`src/rtl/sbs_pkg.sv`:
```
// ----------------------------------------------------------------------------
// sbs_pkg
// Shared types, constants and the microcode table of the sorted byte
// statistics unit.
// ----------------------------------------------------------------------------
package sbs_pkg;

	localparam int MAX_ELEMENTS_DEF = 64;
	localparam int DATA_W           = 8;
	localparam int RANK_W           = 6;
	localparam int SUM_W            = 14;
	localparam int DIV_STEPS        = SUM_W;
	localparam int DCNT_W           = 4;
	localparam int STEP_W           = 4;
	localparam int OUT_TDATA_W      = 48;

	// microprogram step addresses
	localparam logic [STEP_W-1:0] ST_FETCH = 4'd0;
	localparam logic [STEP_W-1:0] ST_CHK   = 4'd1;
	localparam logic [STEP_W-1:0] ST_LOOP  = 4'd2;
	localparam logic [STEP_W-1:0] ST_CMP   = 4'd3;
	localparam logic [STEP_W-1:0] ST_SHIFT = 4'd4;
	localparam logic [STEP_W-1:0] ST_WRITE = 4'd5;
	localparam logic [STEP_W-1:0] ST_DROP  = 4'd6;
	localparam logic [STEP_W-1:0] ST_LASTC = 4'd7;
	localparam logic [STEP_W-1:0] ST_RMAX  = 4'd8;
	localparam logic [STEP_W-1:0] ST_RMIN  = 4'd9;
	localparam logic [STEP_W-1:0] ST_RMEDA = 4'd10;
	localparam logic [STEP_W-1:0] ST_RMEDB = 4'd11;
	localparam logic [STEP_W-1:0] ST_DIV   = 4'd12;
	localparam logic [STEP_W-1:0] ST_OSET  = 4'd13;
	localparam logic [STEP_W-1:0] ST_EMIT  = 4'd14;
	localparam logic [STEP_W-1:0] ST_CLR   = 4'd15;

	typedef enum logic [1:0] {
		W_NONE = 2'd0,
		W_IN   = 2'd1,
		W_OUT  = 2'd2
	} wait_t;

	typedef enum logic [2:0] {
		C_NEVER       = 3'd0,
		C_ALWAYS      = 3'd1,
		C_FULL        = 3'd2,
		C_POS_ZERO    = 3'd3,
		C_NOT_LESS    = 3'd4,
		C_NOT_LAST_IN = 3'd5,
		C_DIV_MORE    = 3'd6,
		C_MORE_OUT    = 3'd7
	} cond_t;

	typedef enum logic [2:0] {
		A_ZERO  = 3'd0,
		A_POSM1 = 3'd1,
		A_NM1   = 3'd2,
		A_NH    = 3'd3,
		A_NHM1  = 3'd4,
		A_KP1   = 3'd5
	} addr_sel_t;

	typedef struct packed {
		wait_t             wt;
		cond_t             br;
		logic [STEP_W-1:0] target;
		logic              in_rdy;
		logic              ld_in;
		logic              pos_init;
		logic              rd_en;
		addr_sel_t         ra;
		logic              shift;
		logic              insert;
		logic              set_drop;
		logic              div_init;
		logic              div_step;
		logic              ld_max;
		logic              ld_min;
		logic              ld_meda;
		logic              ld_med;
		logic              k_init;
		logic              emit;
		logic              clr;
	} ucw_t;

	typedef struct packed {
		ucw_t w;
		logic fire;
	} seq_ctl_t;

	typedef struct packed {
		logic in_valid;
		logic out_free;
		logic full;
		logic pos_zero;
		logic less;
		logic last_in;
		logic div_more;
		logic more_out;
	} dp_stat_t;

	// control store
	function automatic ucw_t ucode(input logic [STEP_W-1:0] a);
		ucw_t w;
		w = '0;
		case (a)
			ST_FETCH: begin
				w.wt = W_IN; w.in_rdy = 1'b1; w.ld_in = 1'b1;
			end
			ST_CHK: begin
				w.pos_init = 1'b1; w.br = C_FULL; w.target = ST_DROP;
			end
			ST_LOOP: begin
				w.rd_en = 1'b1; w.ra = A_POSM1; w.br = C_POS_ZERO; w.target = ST_WRITE;
			end
			ST_CMP: begin
				w.br = C_NOT_LESS; w.target = ST_WRITE;
			end
			ST_SHIFT: begin
				w.shift = 1'b1; w.br = C_ALWAYS; w.target = ST_LOOP;
			end
			ST_WRITE: begin
				w.insert = 1'b1; w.br = C_ALWAYS; w.target = ST_LASTC;
			end
			ST_DROP: begin
				w.set_drop = 1'b1;
			end
			ST_LASTC: begin
				w.rd_en = 1'b1; w.ra = A_ZERO; w.div_init = 1'b1;
				w.br = C_NOT_LAST_IN; w.target = ST_FETCH;
			end
			ST_RMAX: begin
				w.ld_max = 1'b1; w.rd_en = 1'b1; w.ra = A_NM1;
			end
			ST_RMIN: begin
				w.ld_min = 1'b1; w.rd_en = 1'b1; w.ra = A_NH;
			end
			ST_RMEDA: begin
				w.ld_meda = 1'b1; w.rd_en = 1'b1; w.ra = A_NHM1;
			end
			ST_RMEDB: begin
				w.ld_med = 1'b1;
			end
			ST_DIV: begin
				w.div_step = 1'b1; w.br = C_DIV_MORE; w.target = ST_DIV;
			end
			ST_OSET: begin
				w.k_init = 1'b1; w.rd_en = 1'b1; w.ra = A_ZERO;
			end
			ST_EMIT: begin
				w.wt = W_OUT; w.emit = 1'b1; w.rd_en = 1'b1; w.ra = A_KP1;
				w.br = C_MORE_OUT; w.target = ST_EMIT;
			end
			ST_CLR: begin
				w.clr = 1'b1; w.br = C_ALWAYS; w.target = ST_FETCH;
			end
			default: begin
				w.br = C_ALWAYS; w.target = ST_FETCH;
			end
		endcase
		return w;
	endfunction

endpackage

```
`src/rtl/sbs_sequencer.sv`:
```
// ----------------------------------------------------------------------------
// sbs_sequencer
// Step counter over the control store, with wait and branch evaluation.
// ----------------------------------------------------------------------------
module sbs_sequencer import sbs_pkg::*; (
	input  logic     clk,
	input  logic     arst_n,
	input  dp_stat_t stat,
	output seq_ctl_t ctl
);

	logic [STEP_W-1:0] pc_q;
	ucw_t              w;
	logic              fire;
	logic              take;

	assign w = ucode(pc_q);

	always_comb begin
		case (w.wt)
			W_NONE:  fire = 1'b1;
			W_IN:    fire = stat.in_valid;
			W_OUT:   fire = stat.out_free;
			default: fire = 1'b0;
		endcase
	end

	always_comb begin
		case (w.br)
			C_NEVER:       take = 1'b0;
			C_ALWAYS:      take = 1'b1;
			C_FULL:        take = stat.full;
			C_POS_ZERO:    take = stat.pos_zero;
			C_NOT_LESS:    take = ~stat.less;
			C_NOT_LAST_IN: take = ~stat.last_in;
			C_DIV_MORE:    take = stat.div_more;
			C_MORE_OUT:    take = stat.more_out;
			default:       take = 1'b0;
		endcase
	end

	always_ff @(posedge clk or negedge arst_n) begin
		if (!arst_n) begin
			pc_q <= ST_FETCH;
		end else if (fire) begin
			pc_q <= take ? w.target : pc_q + 1'b1;
		end
	end

	assign ctl.w    = w;
	assign ctl.fire = fire;

endmodule

```
`src/rtl/sbs_datapath.sv`:
```
// ----------------------------------------------------------------------------
// sbs_datapath
// Element store, insertion pointer, sum, serial divider and result register.
// ----------------------------------------------------------------------------
module sbs_datapath import sbs_pkg::*; #(
	parameter int MAX_ELEMENTS = MAX_ELEMENTS_DEF
) (
	input  logic              clk,
	input  logic              arst_n,
	input  seq_ctl_t          ctl,
	input  logic              in_valid,
	input  logic [DATA_W-1:0] sample,
	input  logic              last,
	input  logic              out_ready,
	output dp_stat_t          stat,
	output logic              out_valid,
	output logic [DATA_W-1:0] value,
	output logic [RANK_W-1:0] rank,
	output logic [DATA_W-1:0] maximum,
	output logic [DATA_W-1:0] minimum,
	output logic [DATA_W-1:0] mean,
	output logic [DATA_W-1:0] median,
	output logic              overflow,
	output logic              last_result
);

	localparam int AW = (MAX_ELEMENTS > 1) ? $clog2(MAX_ELEMENTS) : 1;
	localparam int CW = $clog2(MAX_ELEMENTS + 1);

	logic [DATA_W-1:0] mem [MAX_ELEMENTS];

	logic [DATA_W-1:0] sample_q, rd_q, max_q, min_q, meda_q, med_q;
	logic              last_q, drop_q;
	logic [CW-1:0]     pos_q, count_q, rem_q;
	logic [SUM_W-1:0]  sum_q, quo_q;
	logic [DCNT_W-1:0] dcnt_q;
	logic [AW-1:0]     k_q;

	logic              f;
	logic [CW-1:0]     pos_m1, n_m1, n_half, n_half_m1;
	logic [AW-1:0]     k_p1, rd_addr, wr_addr;
	logic              we;
	logic [DATA_W-1:0] wd;
	logic [CW:0]       rem_sh, rem_diff;
	logic              rem_ge;
	logic [DATA_W:0]   med_sum;
	logic              out_load;

	assign f         = ctl.fire;
	assign pos_m1    = pos_q - 1'b1;
	assign n_m1      = count_q - 1'b1;
	assign n_half    = count_q >> 1;
	assign n_half_m1 = n_half - 1'b1;
	assign k_p1      = k_q + 1'b1;

	always_comb begin
		case (ctl.w.ra)
			A_ZERO:  rd_addr = '0;
			A_POSM1: rd_addr = pos_m1[AW-1:0];
			A_NM1:   rd_addr = n_m1[AW-1:0];
			A_NH:    rd_addr = n_half[AW-1:0];
			A_NHM1:  rd_addr = n_half_m1[AW-1:0];
			A_KP1:   rd_addr = k_p1;
			default: rd_addr = '0;
		endcase
	end

	// shift moves the compared entry up one slot, insert drops the sample in
	assign we      = f & (ctl.w.shift | ctl.w.insert);
	assign wd      = ctl.w.shift ? rd_q : sample_q;
	assign wr_addr = pos_q[AW-1:0];

	always_ff @(posedge clk) begin
		if (we) begin
			mem[wr_addr] <= wd;
		end
		if (f && ctl.w.rd_en) begin
			rd_q <= mem[rd_addr];
		end
	end

	// restoring divider, one quotient bit per step
	assign rem_sh   = {rem_q, quo_q[SUM_W-1]};
	assign rem_ge   = rem_sh >= {1'b0, count_q};
	assign rem_diff = rem_sh - {1'b0, count_q};

	assign med_sum = {1'b0, meda_q} + {1'b0, rd_q};

	always_ff @(posedge clk) begin
		if (f && ctl.w.ld_in) begin
			sample_q <= sample;
			last_q   <= last;
		end
		if (f && ctl.w.ld_max)  max_q  <= rd_q;
		if (f && ctl.w.ld_min)  min_q  <= rd_q;
		if (f && ctl.w.ld_meda) meda_q <= rd_q;
		if (f && ctl.w.ld_med) begin
			med_q <= count_q[0] ? meda_q : med_sum[DATA_W:1];
		end
		if (f && ctl.w.div_init) begin
			rem_q <= '0;
			quo_q <= sum_q;
		end else if (f && ctl.w.div_step) begin
			rem_q <= rem_ge ? rem_diff[CW-1:0] : rem_sh[CW-1:0];
			quo_q <= {quo_q[SUM_W-2:0], rem_ge};
		end
		if (f && ctl.w.k_init) begin
			k_q <= '0;
		end else if (f && ctl.w.emit) begin
			k_q <= k_p1;
		end
	end

	always_ff @(posedge clk or negedge arst_n) begin
		if (!arst_n) begin
			pos_q   <= '0;
			count_q <= '0;
			sum_q   <= '0;
			drop_q  <= 1'b0;
			dcnt_q  <= '0;
		end else begin
			if (f && ctl.w.pos_init) begin
				pos_q <= count_q;
			end else if (f && ctl.w.shift) begin
				pos_q <= pos_m1;
			end else if (f && ctl.w.clr) begin
				pos_q <= '0;
			end
			if (f && ctl.w.insert) begin
				count_q <= count_q + 1'b1;
				sum_q   <= sum_q + SUM_W'(sample_q);
			end else if (f && ctl.w.clr) begin
				count_q <= '0;
				sum_q   <= '0;
			end
			if (f && ctl.w.set_drop) begin
				drop_q <= 1'b1;
			end else if (f && ctl.w.clr) begin
				drop_q <= 1'b0;
			end
			if (f && ctl.w.div_init) begin
				dcnt_q <= DCNT_W'(DIV_STEPS);
			end else if (f && ctl.w.div_step) begin
				dcnt_q <= dcnt_q - 1'b1;
			end
		end
	end

	// result register
	assign out_load = f & ctl.w.emit;

	always_ff @(posedge clk or negedge arst_n) begin
		if (!arst_n) begin
			out_valid <= 1'b0;
		end else if (out_load) begin
			out_valid <= 1'b1;
		end else if (out_ready) begin
			out_valid <= 1'b0;
		end
	end

	always_ff @(posedge clk) begin
		if (out_load) begin
			value       <= rd_q;
			rank        <= RANK_W'(k_q);
			maximum     <= max_q;
			minimum     <= min_q;
			mean        <= quo_q[DATA_W-1:0];
			median      <= med_q;
			overflow    <= drop_q;
			last_result <= ~stat.more_out;
		end
	end

	assign stat.in_valid = in_valid;
	assign stat.out_free = ~out_valid | out_ready;
	assign stat.full     = count_q == CW'(MAX_ELEMENTS);
	assign stat.pos_zero = pos_q == '0;
	assign stat.less     = rd_q < sample_q;
	assign stat.last_in  = last_q;
	assign stat.div_more = dcnt_q != DCNT_W'(1);
	assign stat.more_out = (CW'(k_q) + 1'b1) != count_q;

`ifndef NO_ASSERTIONS
	a_count_bound: assert property (@(posedge clk) disable iff (!arst_n)
		count_q <= CW'(MAX_ELEMENTS))
		else $error("element count beyond store depth");

	a_pos_bound: assert property (@(posedge clk) disable iff (!arst_n)
		pos_q <= count_q)
		else $error("insertion pointer beyond element count");

	a_insert_room: assert property (@(posedge clk) disable iff (!arst_n)
		f && ctl.w.insert |-> count_q < CW'(MAX_ELEMENTS))
		else $error("insert into a full store");

	a_emit_free: assert property (@(posedge clk) disable iff (!arst_n)
		out_load |-> !out_valid || out_ready)
		else $error("result register overwritten while held");

	a_clear: assert property (@(posedge clk) disable iff (!arst_n)
		f && ctl.w.clr |=> count_q == '0 && sum_q == '0 && !drop_q)
		else $error("run state not cleared after results");
`endif

endmodule

```
`src/rtl/sorted_byte_statistics_unit.sv`:
```
// ----------------------------------------------------------------------------
// sorted_byte_statistics_unit
// Collects a set of bytes, keeps it sorted in descending order and emits
// every element with its rank plus max, min, floor mean and median.
// ----------------------------------------------------------------------------
//
//  channel  dir  tdata                      tuser     tlast
//  s_*      in   sample[7:0]                -         last of the set
//  m_*      out  value,rank,max,min,        overflow  last result of the run
//                mean,median (48 bits)
//
// Steps: a microprogram of 16 steps runs on one store port. A stored
//   element takes one read, one compare and one write for each entry it
//   moves past; a dropped element skips the search and the write.
// After a last transaction: 4 reads of max/min/median, 14 divider steps
//   for the mean, then one result per cycle while m_tready is high, then a clear.
// Reset: arst_n clears the step counter, pointer, count, sum, drop flag, divider count, result valid.
// Stalls: m_tready low holds the emit step while a result is held; the next set is loaded while the
//   final result still waits in the output register.
//
module sorted_byte_statistics_unit import sbs_pkg::*; #(
	parameter int MAX_ELEMENTS = MAX_ELEMENTS_DEF
) (
	input  logic                   clk,
	input  logic                   arst_n,
	input  logic                   s_tvalid,
	output logic                   s_tready,
	input  logic [DATA_W-1:0]      s_tdata,   // [7:0] sample
	input  logic                   s_tlast,
	output logic                   m_tvalid,
	input  logic                   m_tready,
	output logic [OUT_TDATA_W-1:0] m_tdata,   // value, rank, maximum, minimum, mean, median, pad
	output logic                   m_tuser,   // overflow
	output logic                   m_tlast
);

	seq_ctl_t          ctl;
	dp_stat_t          stat;
	logic [DATA_W-1:0] value, maximum, minimum, mean, median;
	logic [RANK_W-1:0] rank;

	sbs_sequencer u_seq (
		.clk    (clk),
		.arst_n (arst_n),
		.stat   (stat),
		.ctl    (ctl)
	);

	sbs_datapath #(
		.MAX_ELEMENTS (MAX_ELEMENTS)
	) u_dp (
		.clk         (clk),
		.arst_n      (arst_n),
		.ctl         (ctl),
		.in_valid    (s_tvalid),
		.sample      (s_tdata),
		.last        (s_tlast),
		.out_ready   (m_tready),
		.stat        (stat),
		.out_valid   (m_tvalid),
		.value       (value),
		.rank        (rank),
		.maximum     (maximum),
		.minimum     (minimum),
		.mean        (mean),
		.median      (median),
		.overflow    (m_tuser),
		.last_result (m_tlast)
	);

	// ready only in the fetch step
	assign s_tready = ctl.w.in_rdy;

	assign m_tdata = {2'b00, median, mean, minimum, maximum, rank, value};

endmodule

```
`config.mk`:
```
export PLATFORM = sky130hd
export DESIGN_NAME = sorted_byte_statistics_unit
export DESIGN_NICKNAME = d
export VERILOG_FILES = /design/src/rtl/sbs_pkg.sv /design/src/rtl/sbs_sequencer.sv /design/src/rtl/sbs_datapath.sv /design/src/rtl/sorted_byte_statistics_unit.sv
export SDC_FILE = /design/constraint.sdc
export NUM_CORES = 1
export LEC_CHECK = 0
export ABC_CLOCK_PERIOD_IN_PS = 5000
export BUFFER_PORTS_ARGS = -buffer_cell sky130_fd_sc_hd__buf_4
export CAP_MARGIN = 20
export CORE_MARGIN = 3
export CORE_UTILIZATION = 45
export DETAILED_ROUTE_END_ITERATION = 7
export GPL_TIMING_DRIVEN = 0
export PLACE_DENSITY = 0.72
export SETUP_SLACK_MARGIN = 0.5
export SYNTH_ARGS = -nofsm -noshare
export SYNTH_HDL_FRONTEND = slang
export SYNTH_SLANG_ARGS = --single-unit
```
`constraint.sdc`:
```
create_clock -name clk -period 5 [get_ports clk]
set_input_delay 0.75 -clock clk [delete_from_list [all_inputs] [get_ports clk]]
set_output_delay 0.75 -clock clk [all_outputs]
set_load 0.01 [all_outputs]
```
==> results_dict.tcl <==
set metrics [dict create \
    status "finished clean" \
    rrSetupSlack_ps 590 \
    synthSimpleGateAreaFrac_pct 11.2 \
    worstSkewPairLatency_ps 620 \
    port-buffer-count 62 \
    crit_path_start_kind "flip-flop" \
    ant_nets 0 \
    crit_required_ps 5350 \
    cts_buffers 69 \
    grt_pass1_vias 17500 \
    via_per_inst 5.86 \
    design_area_sq_um 32800 \
    crit-reg2reg-launch "u_seq.pc_q[0]" \
    core_area_sq_um 62400 \
    syn_area_per_cell_sq_um 14.0 \
    netlist_area_sq_um 28600 \
    yosysWarnings 0 \
    synth_xor_area_share_pct 1.27 \
    ys_seq_area_share_pct 69.5 \
    synthTopCellsByCount "edfxtp_1, nand2_1, nand3_1, mux2i_1, nor2_1" \
    place.gp.congestion 0.953 \
    synth_edf_count 623 \
    maxSlewHeadroom_pct 35.3 \
    power.leakage_uw 0.0115 \
    root_buffer "clkbuf_16" \
    die_y_microns 258 \
    instances_no_fill 3092 \
    post-dp-hpwl_mm 49.6 \
    worst-path-max-fanout 10 \
    htreeDepth 3 \
    ys.flop_type "edfxtp_1" \
    fin_crit_sh_pct 88.2 \
    hold_buffers 0 \
    drc_errors 0 \
    largest_reg_flops 512 \
    top_layer_used "met5" \
    antennaDiodeCount 0 \
    post-route-util_pct 52.6 \
    antenna_found_initial 1 \
    grt_pass1_wl_mm 107 \
    synth.area.mux_share_pct 8.46 \
    dp_cells 2959 \
    drt-wirelength-per-cell_microns 23.2 \
    clock-sinks 674 \
    vdd_drop_max_mv 0.303 \
    largestRegisters "u_dp.mem x512, u_dp.quo_q x14, u_dp.sum_q x14" \
    fp.dieArea_sq_um 66700 \
    reg2reg_to "u_dp.rd_q[3]" \
    r2r_cells 15 \
    track_usage_pct 21.2 \
    grt_max_degree 65 \
    drt-total-wl_mm 71.8 \
    finalSetupViolations 0 \
    synth_top_area_cell "edfxtp_1" \
    power_density_nw_per_um2 617 \
    synth.most_common_cell "edfxtp_1" \
    area_growth_pct 14.5 \
    largest_register "u_dp.mem" \
    place_area_sq_um 30300 \
    ys_ff_latch 674 \
    fin_ws_ps 590 \
    critPathArrivalTime_ps 4760 \
    synth_compound_area_share_pct 4.89 \
    initial_core_util_pct 45.9 \
    syn-instance-count 2051 \
    synth_top_family_by_area "simple AND/OR/NAND/NOR gates" \
    wirelength_met1_mm 28.9 \
    finClkSkew_ps 31.3 \
    ys_types 82 \
    die_x_microns 258 \
    first_iter_violations 2367 \
    rsz0062_at_grt "yes" \
    clock_path_buffers 3 \
    fmaxAchievable_mhz 227 \
    hold_path.class "in -> async" \
    p_total_uw 20200 \
    path_cells "ha_1 > or4b_4 > o21ai_2 > o21a_1 > ha_1 > or4b_1 > a2bb2oi_1 > nand2_2 > buf_8 > buf_6 > mux2i_1 > mux2i_1 > a32oi_2 > nand3_2 > and4_1" \
    cp-end-kind "flip-flop" \
    cpPeakStageDelay_ps 580 \
    fin_crit_ps 4410 \
    drive_gt1_share_pct 14.4 \
    layout.nets 2256 \
    wl_met3_mm 6.81 \
    tritoncts "built" \
    final_max_slew_viol_count 0 \
    worst_slew_pin_slew_ps 964 \
    maxCapViolations 0 \
    final-hold-violation-count 0 \
    critical_path_class "reg -> reg" \
    grt-ovfl-total 0 \
    slowest_stage "or4b_4" \
    preCtsSetupSlack_ps 161 \
    ys_async_sr_fraction_pct 5.64 \
    clkTransAtPathRegs_ps 70 \
    yosys.area_share.adder_pct 2.00 \
    firstDrtPassIters 6 \
    met2WireLength_mm 33.8 \
    vias 18100 \
    ios 65 \
    ys_top_cells_by_area "edfxtp_1, mux2i_1, nand2_1" \
    row_count 91 \
    synth_top_area_share_pct 65.3 \
]
worst max-delay path: cells and delay by family (launching register included):
kind | cells | cell delay, ps
compound gates | 4 | 710
buf+inv | 2 | 420
flops | 1 | 440
mux | 2 | 400
fa+ha+maj | 2 | 450
simple gates | 5 | 1730
final cells by class:
class	instances	area, sq um
fill	5105	29600
sequential	674	19900
multi-input combinational	1225	8170
clock buffer	93	1880
tap	837	1050
timing repair buffer	76	691
buffer	111	671
clock inverter	34	274
inverter	42	158
power by group:
part	internal (uW)	switching (uW)	leakage (uW)
clock network	2820	2110	0.00104
registers	7200	344	0.00619
logic	2720	5030	0.00430
total	12700	7490	0.0115
layer usage:
metal	up-vias	track usage [%]
met1	9005	29.0
met3	154	3.98
li1	7997	-
met4	2	7.69
met5	-	0
met2	956	34.2
cell families after synthesis:
kind of cell	after synthesis
XOR/XNOR	40
flip-flops	674
adder cells (fa/ha/maj)	44
AO/OA/AOI/OAI	199
other	1
buffers and inverters	153
AND/OR/NAND/NOR	713
multiplexers	227
per-stage QoR:
stage                     hold slack, ps  TNS [ps]
final                                139         0
after floorplan                      400         0
after global routing                 173         0
after CTS                            137         0
after global placement               400    -89490
after detailed placement             405         0
worst max path at each step:
stage             startpoint         endpoint  slack [ps]  depth (start not counted)
3_5_place_dp   u_seq.pc_q[1]     u_dp.rd_q[3]         160                         17
4_1_cts        u_seq.pc_q[0]     u_dp.rd_q[5]         520                         16
2_1_floorplan  u_seq.pc_q[0]   u_dp.mem[0][1]        1250                          7
3_3_place_gp   u_seq.pc_q[0]  u_dp.mem[61][1]       -1410                          7
6_report       u_seq.pc_q[0]     u_dp.rd_q[3]         590                         15
5_1_grt        u_seq.pc_q[0]     u_dp.rd_q[3]         500                         16
cells in the final DEF (no fill, tap or decap), types with 7 or more instances in the layout:
master and n:
edfxtp_1 623, nand2_1 313, nand3_1 198, mux2i_1 192, nor2_1 106, buf_4 78
clkbuf_16 72, clkbuf_1 59, inv_1 41, ha_1 40, buf_2 38, dfrtp_1 37
o21ai_0 35, a32oi_1 31, a21oi_1 29, xnor2_1 26, mux2_2 21, nor3_1 17
o211ai_1 14, xor2_1 13, o21ai_1 13, clkinv_2 13, dfxtp_1 13, buf_6 11
a32oi_2 10, mux4_2 10, nand2b_1 8, clkinv_1 8, buf_12 8, nand4_1 7
nand3_2 7, buf_8 7
timing repair:
action | CTS | global route
setup endpoints to repair | 8 | 8
buffers inserted | 2 | 2
gates cloned | 0 | 0
resized for setup | 33 | 35
pin swaps | 5 | 7
(Power assumes the default switching activity.)
